**src/design/olts_ram.sv**
```systemverilog
`default_nettype none
module olts_ram #(
  parameter int WIDTH = 8,
  parameter int DEPTH = 16
) (
  input  wire logic                     clk,
  input  wire logic                     we,
  input  wire logic [$clog2(DEPTH)-1:0] waddr,
  input  wire logic [WIDTH-1:0]         wdata,
  input  wire logic [$clog2(DEPTH)-1:0] raddr,
  output logic      [WIDTH-1:0]         rdata
);

  logic [WIDTH-1:0] mem [DEPTH];

  always_ff @(posedge clk) begin
    if (we) begin
      mem[waddr] <= wdata;
    end
    rdata <= mem[raddr];
  end

endmodule
`default_nettype wire

```
**config.mk**
```make
export PLATFORM = sky130hd
export DESIGN_NAME = olts_ram
export DESIGN_NICKNAME = d
export VERILOG_FILES = /design/src/design/olts_ram.sv
export SDC_FILE = /design/constraint.sdc
export NUM_CORES = 1
export LEC_CHECK = 0
export ABC_AREA = 1
export BUFFER_PORTS_ARGS = -buffer_cell sky130_fd_sc_hd__buf_2
export CAP_MARGIN = 20
export CORE_MARGIN = 2
export CORE_UTILIZATION = 45
export CTS_BUF_LIST = sky130_fd_sc_hd__clkbuf_8 sky130_fd_sc_hd__clkbuf_16
export DETAILED_ROUTE_END_ITERATION = 6
export PLACE_DENSITY = 0.62
export SETUP_SLACK_MARGIN = 0.2
export SKIP_CTS_REPAIR_TIMING = 1
export SLEW_MARGIN = 20
export SYNTH_ARGS = -nofsm -noshare
export SYNTH_HDL_FRONTEND = slang
export SYNTH_SLANG_ARGS = --single-unit
```
**constraint.sdc**
```tcl
create_clock -name clk -period 1.44 [get_ports clk]
set_input_delay 0.288 -clock clk [delete_from_list [all_inputs] [get_ports clk]]
set_output_delay 0.288 -clock clk [all_outputs]
set_load 0.03 [all_outputs]
```
==> impl_metrics.csv, run 1 <==
group,metric,value,unit
place,globalplace.congestion,0.8667,
yosys,most_used_dff_post_synth,"sky130_fd_sc_hd__edfxtp_1",
clocking,clk_latency,0.43,ns
setup_path,timing.critical_path.slowest_stage_cell,"sky130_fd_sc_hd__dfxtp_1",
yosys,synth_top_cells_by_area,"sky130_fd_sc_hd__edfxtp_1 67%, sky130_fd_sc_hd__nand2_1 11%, sky130_fd_sc_hd__nand3_1 8.4%",
timing,max-slew-margin-rel,73.81,%
timing,rsz0062_at_grt,"no",
cells_and_area,number_of_antenna_diodes,0,
setup_path,critical-path-max-stage-delay,0.31,ns
drt,vias,3756,
timing,tightest_slew,0.3928,ns
yosys,post_synthesis_cells,551,
cells_and_area,synthToLayoutAreaGrowth,18.07,%
clocking,cts_tree,"done",
cells_and_area,drive_gt1_share,13.49,%
yosys,yosysTopAreaCellShare,66.65,%
timing,tns,0,ns
run,maxCapViolCount,0,
global_route,globalRouteMet1Util,26.81,%
cells_and_area,fillCellCount,1090,
die,chipWidth,117.2,um
yosys,mappedNetlistArea,0.005767,mm2
setup_path,critical_path_launch_point_type,"register",
status,run_status,"finished clean",
clocking,cts_buffers,17,
cells_and_area,nets,613,
drt,drt_iter0_drc,352,
yosys,syn_area_per_cell,10.47,um2
global_route,grt_start_max_net_pins,65,
die,chipHeight,117.2,um
drt,drt_drc_violations_left,0,
yosys,yosysSeqAreaShare,69.43,%
power,total_switching_power,2.046,mW
clocking,cts.sink_count,136,
setup_path,critPathKind,"register to output pin",
timing,final.period_utilization,84.17,%
power,combPwrFrac,6.3,%
global_route,grt-busiest-layer,"met2",
global_route,antenna_found_initial,0,
power,clkPwrFrac,47.5,%
clocking,cts_max_path_buffers,2,
setup_path,worst_setup_path_end_kind,"output pin",
drt,drt.antenna.violating_nets,0,
yosys,synth_warnings,0,
setup_path,critical_path.top_delay_family,"flip-flops",
timing,finalClockSkew,0.02213,ns
timing,report.final.setup_viol,0,
yosys,post_synth_most_frequent_cells,"173 x sky130_fd_sc_hd__nand2_1, 128 x sky130_fd_sc_hd__edfxtp_1, 100 x sky130_fd_sc_hd__inv_1, 97 x sky130_fd_sc_hd__nand3_1, 17 x sky130_fd_sc_hd__nor2_1",
setup_path,worstPathArrival,0.92,ns
drt,routed_via_density,4.815,
cells_and_area,final_util,54.18,%
place,hpwl_reported_at_the_end_of_detailed_placement,7622,um
yosys,main_combinational_cell_family_by_area_after_synthesis,"simple AND/OR/NAND/NOR gates",
yosys,synth.mux.area_fraction,0,%
yosys,yosys.area_share.adder,0,%
clocking,clock_transition_at_the_registers_of_the_reported_paths,0.06,ns
power,irDropWorstVdd,0.8363,mV
global_route,met3_use_gr,4.737,%
global_route,grt_use_met2,33.26,%
clocking,htree_levels,4,
timing,hold_viol,0,
yosys,ys_ff_latch,136,
drt,drt-wirelength-per-cell,16.31,um
yosys,yosys.area_share.xor_xnor,0,%
setup_path,critical_path.n_buffers_inverters,1,
setup_path,timing.critical_path.fanout_max,1,
min_path,hold_path_class,"primary input to register",
power,sequentialPowerShare,46.2,%
yosys,synthesis.nets,569,
place,port_buffers,25,
timing,slew_viol_final,0,
drt,detail_route.first_pass.iterations,4,
clocking,root_buffer,"sky130_fd_sc_hd__clkbuf_16",
yosys,yosys.cell_types.count,12,
yosys,yosysMostFrequentCell,"sky130_fd_sc_hd__nand2_1",
yosys,yosys.area_share.simple,21.05,%
die,core.rowCount,41,
power,power_per_cell_area,1413,mW/mm2
setup_path,required,1.15,ns
yosys,compound_gate_fraction_of_synth_area,0,%
yosys,synth_async_sr_flop_share,0,%
power,p_int,7.576,mW
drt,wirelength,12720,um
setup_path,timing.critical_path.cells,"buf_2",
timing,final.min_clock_period,1.212,ns
die,pin_count,26,
power,net_switching_fraction_of_the_power,21.26,%
timing,max_clock_freq,825.0,MHz
power,static-leakage-power,2.963,nW
die,dieArea,0.01374,mm2
global_route,track_usage,20.65,%
global_route,grt_pass1_vias,3676,
global_route,grt_first_pass_wirelength,19930,um
yosys,synth_area_leader_cell,"sky130_fd_sc_hd__edfxtp_1",
die,core,0.01257,mm2
die,start_util,45.88,%
yosys,synth-edff-count,128,
global_route,grt_overflow,0,
worst reg2reg max path, cell delays in order (launching register included):
cell and delay (ns):
sky130_fd_sc_hd__edfxtp_1 0.36, sky130_fd_sc_hd__inv_1 0.06, sky130_fd_sc_hd__nand2_1 0.05, sky130_fd_sc_hd__nand3_1 0.10, sky130_fd_sc_hd__nand3_1 0.14, sky130_fd_sc_hd__nand3_1 0.18
sky130_fd_sc_hd__nand2_1 0.07
final timing paths:
kind | from | to | slack [ns] | cells past startpoint
setup / recovery | rdata[4] | rdata[4] | 0.23 | 1
hold / removal | raddr[3] | rdata[6] | 0.23 | 3
setup reg to reg | mem[4][6] | rdata[6] | 0.40 | 6
hold reg to reg | mem[13][5] | rdata[5] | 0.66 | 6
registers in the layout, summed over array words and instances, names as in the netlist:
signal  flops
rdata       8
mem       128
logic make-up (layout without fill, tap and decap cells):
| kind of cell | count (synthesis) | after routing |
|---|---|---|
| buffers and inverters | 126 | 183 |
| and+or+nand+nor | 289 | 289 |
| DFF | 136 | 136 |
metal layers:
layer | part of all wire, % | routed length [um]
met1 | 43 | 5467
met2 | 49 | 6231
met3 | 6.0 | 765
met4 | 2.0 | 257
met5 | 0 | 0
power groups by stage:
stage / logic [mW] / registers (mW) / clock network, mW
after CTS: 0.607 / 4.45 / 4.64
after global placement: 0.596 / 4.53 / 0
after detailed placement: 0.604 / 4.53 / 0
after floorplan: 0.312 / 4.58 / 0
final: 0.604 / 4.45 / 4.57
after global routing: 0.672 / 4.46 / 4.76
stage by stage:
step	hold slack [ns]	cells	worst slack, ns	power [mW]	area (um2)
4_1_cts	0.2143	780	0.1909	9.692	6802
6_report	0.2291	780	0.2279	9.622	6809
2_1_floorplan	0.3869	551	0.2012	4.893	5767
5_1_grt	0.2429	780	0.2002	9.892	6809
3_5_place_dp	0.6458	748	0.03004	5.134	6171
3_3_place_gp	0.6240	748	0.04242	5.124	6171
area by class of cell:
class | count | area [um2] | area share, %
clock buffer | 19 | 452.9 | 6.652
clock inverter | 13 | 177.7 | 2.609
inverter | 102 | 382.9 | 5.623
multi-input combinational | 289 | 1214 | 17.82
sequential | 136 | 4004 | 58.80
tap | 172 | 215.2 | 3.161
timing repair buffer | 49 | 362.8 | 5.329
layout by cell type, fill, tap and decap left out:
cell / synthesis / final
sky130_fd_sc_hd__nand3_1: 97 / 97
sky130_fd_sc_hd__clkbuf_16: 0 / 17
sky130_fd_sc_hd__buf_12: 0 / 4
sky130_fd_sc_hd__edfxtp_1: 128 / 128
sky130_fd_sc_hd__nand3b_1: 2 / 2
sky130_fd_sc_hd__inv_2: 2 / 2
sky130_fd_sc_hd__clkinv_4: 0 / 1
sky130_fd_sc_hd__clkbuf_8: 0 / 2
sky130_fd_sc_hd__buf_4: 4 / 22
sky130_fd_sc_hd__nor2_1: 17 / 17
sky130_fd_sc_hd__clkinvlp_4: 0 / 4
sky130_fd_sc_hd__nand2_1: 173 / 173
sky130_fd_sc_hd__dfxtp_1: 8 / 8
sky130_fd_sc_hd__inv_1: 100 / 101
sky130_fd_sc_hd__clkinv_2: 0 / 3
sky130_fd_sc_hd__buf_2: 13 / 22
sky130_fd_sc_hd__clkbuf_4: 0 / 1
sky130_fd_sc_hd__bufinv_16: 0 / 4
Power figures use the tool's default switching activity.
==> run 2: changes to the inputs <==
--- a/config.mk
+++ b/config.mk
@@ -12,7 +12,7 @@
 export CORE_UTILIZATION = 45
 export CTS_BUF_LIST = sky130_fd_sc_hd__clkbuf_8 sky130_fd_sc_hd__clkbuf_16
 export DETAILED_ROUTE_END_ITERATION = 6
-export PLACE_DENSITY = 0.62
+export PLACE_DENSITY = 0.65
 export SETUP_SLACK_MARGIN = 0.2
 export SKIP_CTS_REPAIR_TIMING = 1
 export SLEW_MARGIN = 20
==> constraint.sdc (replaced) <==
create_clock -name clk -period 1.07 [get_ports clk]
set_input_delay 0.214 -clock clk [delete_from_list [all_inputs] [get_ports clk]]
set_output_delay 0.214 -clock clk [all_outputs]
set_load 0.03 [all_outputs]
==> run 2 against run 1 <==
  * The run now ends with setup timing left
  * Clock skew down 0.013 ns
  * Clock power grew 26%
  * Register-to-register slack lost 0.30 ns
  * Count of clock-buffer cells in the layout is 2 higher
  * Worst hold slack gained 0.0062 ns
  * First-iteration DRC count shrank 29%
  * Largest power group is now registers
==> impl_metrics.csv, run 2 (synthesized netlist as in run 1, its figures left out) <==
group,metric,value,unit
drt,routed_via_density,4.926,
cells_and_area,synthToLayoutAreaGrowth,28.66,%
drt,detail_route.first_pass.iterations,5,
setup_path,critPathKind,"register to output pin",
cells_and_area,final_util,59.03,%
setup_path,rr_startpoint,"mem[11][3]",
timing,final.period_utilization,101.4,%
place,port_buffers,25,
die,start_util,45.88,%
global_route,track_usage,20.38,%
cells_and_area,final_cells,789,
clocking,root_buffer,"sky130_fd_sc_hd__clkbuf_16",
cells_and_area,number_of_antenna_diodes,0,
power,static-leakage-power,3.168,nW
drt,drt.antenna.violating_nets,0,
power,power_per_cell_area,1726,mW/mm2
setup_path,rr_worst_depth,6,
setup_path,worstReg2RegEnd,"rdata[3]",
setup_path,required,0.86,ns
cells_and_area,regMostFlops,"mem",
status,violations,"setup timing",
min_path,hold_path_startpoint,"wdata[1]",
setup_path,timing.critical_path.slowest_stage_cell,"sky130_fd_sc_hd__dfxtp_2",
timing,tns,-0.03024,ns
cells_and_area,flip_flop_count_of_the_largest_register_all_copies_and_words_added,128,
timing,final.min_clock_period,1.085,ns
place,hpwl_reported_at_the_end_of_detailed_placement,8261,um
global_route,grt_first_pass_wirelength,20020,um
power,totalPowerFinal,12.81,mW
min_path,timing.hold.worst_endpoint,"mem[8][1]",
setup_path,critical_path_launch_point_type,"register",
drt,vias,3887,
global_route,grt_pass1_vias,3772,
timing,hold_viol,0,
place,globalplace.congestion,0.8574,
drt,drt-wirelength-per-cell,16.58,um
timing,report.final.setup_viol,3,
place,dp_cells,756,
timing,setup_slack,-0.01533,ns
cells_and_area,reg.largest.list,"mem x128, rdata x8",
clocking,cts_max_path_buffers,2,
cells_and_area,most-common-layout-cells,"160 x sky130_fd_sc_hd__nand2_1, 128 x sky130_fd_sc_hd__edfxtp_1, 96 x sky130_fd_sc_hd__inv_1",
global_route,antenna_found_initial,0,
run,maxCapViolCount,0,
timing,max-slew-margin-rel,70.23,%
clocking,cts.sink_count,136,
cells_and_area,nets,622,
die,pin_count,26,
setup_path,worstPathArrival,0.87,ns
clocking,htree_levels,4,
drt,drt_iter0_drc,249,
global_route,grt_start_max_net_pins,33,
setup_path,worst_setup_path_end_kind,"output pin",
min_path,hold_path_class,"primary input to register",
clocking,cts_buffers,17,
power,irDropWorstVdd,0.9188,mV
setup_path,critical_path.n_buffers_inverters,1,
setup_path,timing.critical_path.fanout_max,1,
drt,drt_drc_violations_left,0,
timing,slew_viol_final,0,
clocking,clock_transition_at_the_registers_of_the_reported_paths,0.06,ns
die,chipWidth,117.2,um
die,core.rowCount,41,
clocking,cts_tree,"done",
drt,wirelength,13080,um
die,dieArea,0.01374,mm2
setup_path,critical_path.top_delay_family,"flip-flops",
clocking,clk_latency,0.41,ns
cells_and_area,finish.instance_area,0.007420,mm2
min_path,worst_hold_path.num_cells,1,
timing,max_clock_freq,921.4,MHz
global_route,grt_overflow,0,
setup_path,timing.critical_path.cells,"buf_6",
cells_and_area,drive_gt1_share,28.85,%
timing,rsz0062_at_grt,"yes",
setup_path,worst-r2r-setup-slack,0.10,ns
status,run_status,"finished with violations",
setup_path,critical-path-max-stage-delay,0.34,ns
cells_and_area,leading_cell_type_in_the_layout_fill_and_taps_excluded,"sky130_fd_sc_hd__nand2_1",
die,core,0.01257,mm2
place,placed_cell_area,0.006494,mm2
timing,finalClockSkew,0.009317,ns
die,chipHeight,117.2,um
timing,tightest_slew,0.4461,ns
==> run 2: cell types whose count changed in the layout (fill, tap and decap cells not counted), moves of 5 or more <==
cell,previous run,this run
sky130_fd_sc_hd__buf_12,4,14
sky130_fd_sc_hd__buf_2,22,16
sky130_fd_sc_hd__buf_6,0,10
sky130_fd_sc_hd__dfxtp_1,8,0
sky130_fd_sc_hd__dfxtp_2,0,8
sky130_fd_sc_hd__inv_1,101,96
sky130_fd_sc_hd__nand2_1,173,160
sky130_fd_sc_hd__nand2_2,0,9
sky130_fd_sc_hd__nand3_1,97,53
sky130_fd_sc_hd__nand3_2,0,42
sky130_fd_sc_hd__nor2_1,17,0
sky130_fd_sc_hd__nor2_2,0,8
sky130_fd_sc_hd__nor2_4,0,9
==> run 2: layout make-up <==
| cell class | count | area (um2) |
|---|---|---|
| Fill cell | 984 | 5149 |
| Timing Repair Buffer | 58 | 608.1 |
| Clock buffer | 21 | 514.2 |
| Inverter | 102 | 387.9 |
| Tap cell | 172 | 215.2 |
| Sequential cell | 136 | 4014 |
| Clock inverter | 11 | 91.34 |
| Multi-Input combinational cell | 289 | 1589 |
==> run 2: worst max path at each step <==
| stage | slack, ns | start | depth (start not counted) | to |
|---|---|---|---|---|
| final | -0.02 | rdata[6] | 1 | rdata[6] |
| after global routing | -0.05 | rdata[0] | 1 | rdata[0] |
| after CTS | -0.11 | rdata[0] | 1 | rdata[0] |
| after detailed placement | -0.24 | waddr[3] | 4 | mem[5][6] |
| after global placement | -0.22 | waddr[3] | 4 | mem[5][6] |
| after floorplan | -0.02 | waddr[2] | 2 | mem[10][0] |
==> run 2: routing by layer <==
metal / track usage, % / wire length [um] / part of all wire [%]
met2: 31.99 / 6215 / 48
met5: 0 / 0 / 0
met3: 4.377 / 722 / 5.5
met4: 8.235 / 318 / 2.4
met1: 27.86 / 5827 / 45
==> run 2: per-stage QoR <==
stage / hold WS, ns / setup slack, ns
floorplan: 0.3129 / -0.01764
global placement: 0.6498 / -0.2223
detailed placement: 0.6441 / -0.2449
CTS: 0.2247 / -0.1066
global route: 0.2351 / -0.05404
finish: 0.2353 / -0.01533
==> run 2: power by group <==
part           internal [mW]  total [mW]  switching (mW)
registers               5.96        6.01          0.0432
logic                  0.371        1.04           0.674
clock network           3.65        5.75            2.10
==> run 3: changes to the inputs <==
--- a/config.mk
+++ b/config.mk
@@ -8,6 +8,7 @@
 export ABC_AREA = 1
 export BUFFER_PORTS_ARGS = -buffer_cell sky130_fd_sc_hd__buf_2
 export CAP_MARGIN = 20
+export CORE_ASPECT_RATIO = 0.5
 export CORE_MARGIN = 2
 export CORE_UTILIZATION = 45
 export CTS_BUF_LIST = sky130_fd_sc_hd__clkbuf_8 sky130_fd_sc_hd__clkbuf_16
==> run 3 against run 2 <==
  * The run still ends with setup timing left
  * Fmax fell by 2.6%
  * Core utilization fell by 0.68 points
  * Wire length increased by 3.8%
  * Clock power grew 4.9%
  * Largest cell class unchanged
  * Largest power group is now clock
  * Highest routed layer unchanged
==> impl_metrics.csv, run 3 (synthesized netlist as in run 1, its figures left out) <==
group,metric,value,unit
global_route,grt_start_max_net_pins,50,
min_path,worst_hold_path.num_cells,4,
min_path,hold_path_class,"primary input to register",
place,globalplace.congestion,0.7800,
global_route,grt_first_pass_wirelength,20250,um
drt,drt.antenna.violating_nets,0,
power,power_per_cell_area,1784,mW/mm2
drt,detail_route.first_pass.iterations,5,
setup_path,required,0.86,ns
min_path,timing.hold.worst_endpoint,"rdata[1]",
timing,max-slew-margin-rel,69.59,%
setup_path,timing.critical_path.fanout_max,1,
cells_and_area,drive_gt1_share,30.92,%
timing,tightest_slew,0.4555,ns
setup_path,worst_setup_path_end_kind,"output pin",
place,port_buffers,25,
clocking,root_buffer,"sky130_fd_sc_hd__clkbuf_16",
timing,finalClockSkew,0.006754,ns
place,post-place-ws,-0.2212,ns
cells_and_area,nets,613,
timing,final.period_utilization,104.1,%
setup_path,rr_startpoint,"mem[5][6]",
setup_path,worst-r2r-setup-slack,0.10,ns
min_path,hold_path_startpoint,"raddr[3]",
timing,setup_slack,-0.04419,ns
status,run_status,"finished with violations",
clocking,clk_latency,0.42,ns
timing,max_clock_freq,897.5,MHz
die,core,0.01259,mm2
drt,routed_via_density,4.973,
clocking,cts_max_path_buffers,2,
timing,final.min_clock_period,1.114,ns
power,static-leakage-power,3.133,nW
cells_and_area,synthToLayoutAreaGrowth,27.40,%
place,hpwl_reported_at_the_end_of_detailed_placement,8221,um
drt,drt_iter0_drc,406,
cells_and_area,flip_flop_count_of_the_largest_register_all_copies_and_words_added,128,
cells_and_area,leading_cell_type_in_the_layout_fill_and_taps_excluded,"sky130_fd_sc_hd__nand2_1",
die,dieArea,0.01379,mm2
timing,slew_viol_final,0,
power,totalPowerFinal,13.10,mW
status,violations,"setup timing",
drt,vias,3869,
timing,hold_viol,0,
setup_path,critical-path-max-stage-delay,0.35,ns
setup_path,rr_worst_depth,6,
setup_path,worstReg2RegEnd,"rdata[6]",
setup_path,timing.critical_path.cells,"buf_6",
die,start_util,45.80,%
setup_path,critPathKind,"register to output pin",
die,chipWidth,164.1,um
clocking,clock_transition_at_the_registers_of_the_reported_paths,0.06,ns
setup_path,critical_path.top_delay_family,"flip-flops",
cells_and_area,most-common-layout-cells,"160 x sky130_fd_sc_hd__nand2_1, 128 x sky130_fd_sc_hd__edfxtp_1, 97 x sky130_fd_sc_hd__inv_1",
clocking,cts.sink_count,136,
global_route,grt_overflow,0,
run,maxCapViolCount,0,
die,pin_count,26,
clocking,htree_levels,4,
timing,hold_ws,0.2460,ns
setup_path,critical_path.n_buffers_inverters,1,
clocking,cts_tree,"done",
global_route,track_usage,20.51,%
timing,report.final.setup_viol,4,
drt,drt_drc_violations_left,0,
die,core.rowCount,29,
clocking,cts_buffers,17,
die,chipHeight,84.05,um
cells_and_area,final_util,58.35,%
setup_path,timing.critical_path.slowest_stage_cell,"sky130_fd_sc_hd__dfxtp_2",
cells_and_area,number_of_antenna_diodes,0,
drt,wirelength,13580,um
setup_path,worstPathArrival,0.90,ns
timing,rsz0062_at_grt,"yes",
global_route,grt_pass1_vias,3506,
drt,drt-wirelength-per-cell,17.46,um
power,irDropWorstVdd,1.033,mV
setup_path,critical_path_launch_point_type,"register",
cells_and_area,reg.largest.list,"mem x128, rdata x8",
cells_and_area,regMostFlops,"mem",
global_route,antenna_found_initial,0,
run 3: cell type report:
| cell class | instances | area (um2) |
|---|---|---|
| Clock buffer | 17 | 425.4 |
| Inverter | 102 | 387.9 |
| Sequential cell | 136 | 4014 |
| Fill cell | 979 | 5244 |
| Timing Repair Buffer | 49 | 431.7 |
| Clock inverter | 15 | 183.9 |
| Tap cell | 170 | 212.7 |
| Multi-Input combinational cell | 289 | 1692 |
run 3: stage by stage:
stage          instance area, um2  TNS [ns]  std cells
6_report                     7347   -0.1052        778
5_1_grt                      7347   -0.3080        778
4_1_cts                      6928   -0.6432        778
3_5_place_dp                 6319    -20.43        746
3_3_place_gp                 6319    -19.29        746
2_1_floorplan                5974    -1.129        551
run 3: power by group:
group          switching (mW)  total, mW  internal (mW)
clock network            2.17       6.03           3.86
logic                   0.709       1.06          0.352
registers              0.0443       6.01           5.96
run 3: worst max-delay path by stage:
stage	start	endpoint	slack [ns]	cells past startpoint
floorplan	waddr[2]	mem[10][0]	-0.02	2
global placement	waddr[3]	mem[7][6]	-0.21	4
detailed placement	waddr[3]	mem[5][0]	-0.22	4
CTS	rdata[2]	rdata[2]	-0.14	1
global route	rdata[1]	rdata[1]	-0.07	1
finish	rdata[2]	rdata[2]	-0.04	1
run 3: layer usage:
metal  global-route usage (%)  vias up  share of wire, %
met5                        0        -                 0
met4                    7.496        0               1.8
met3                    4.819       21               7.8
met2                    28.83      136                45
met1                    30.92     1847                45
li1                         -     1865                 -
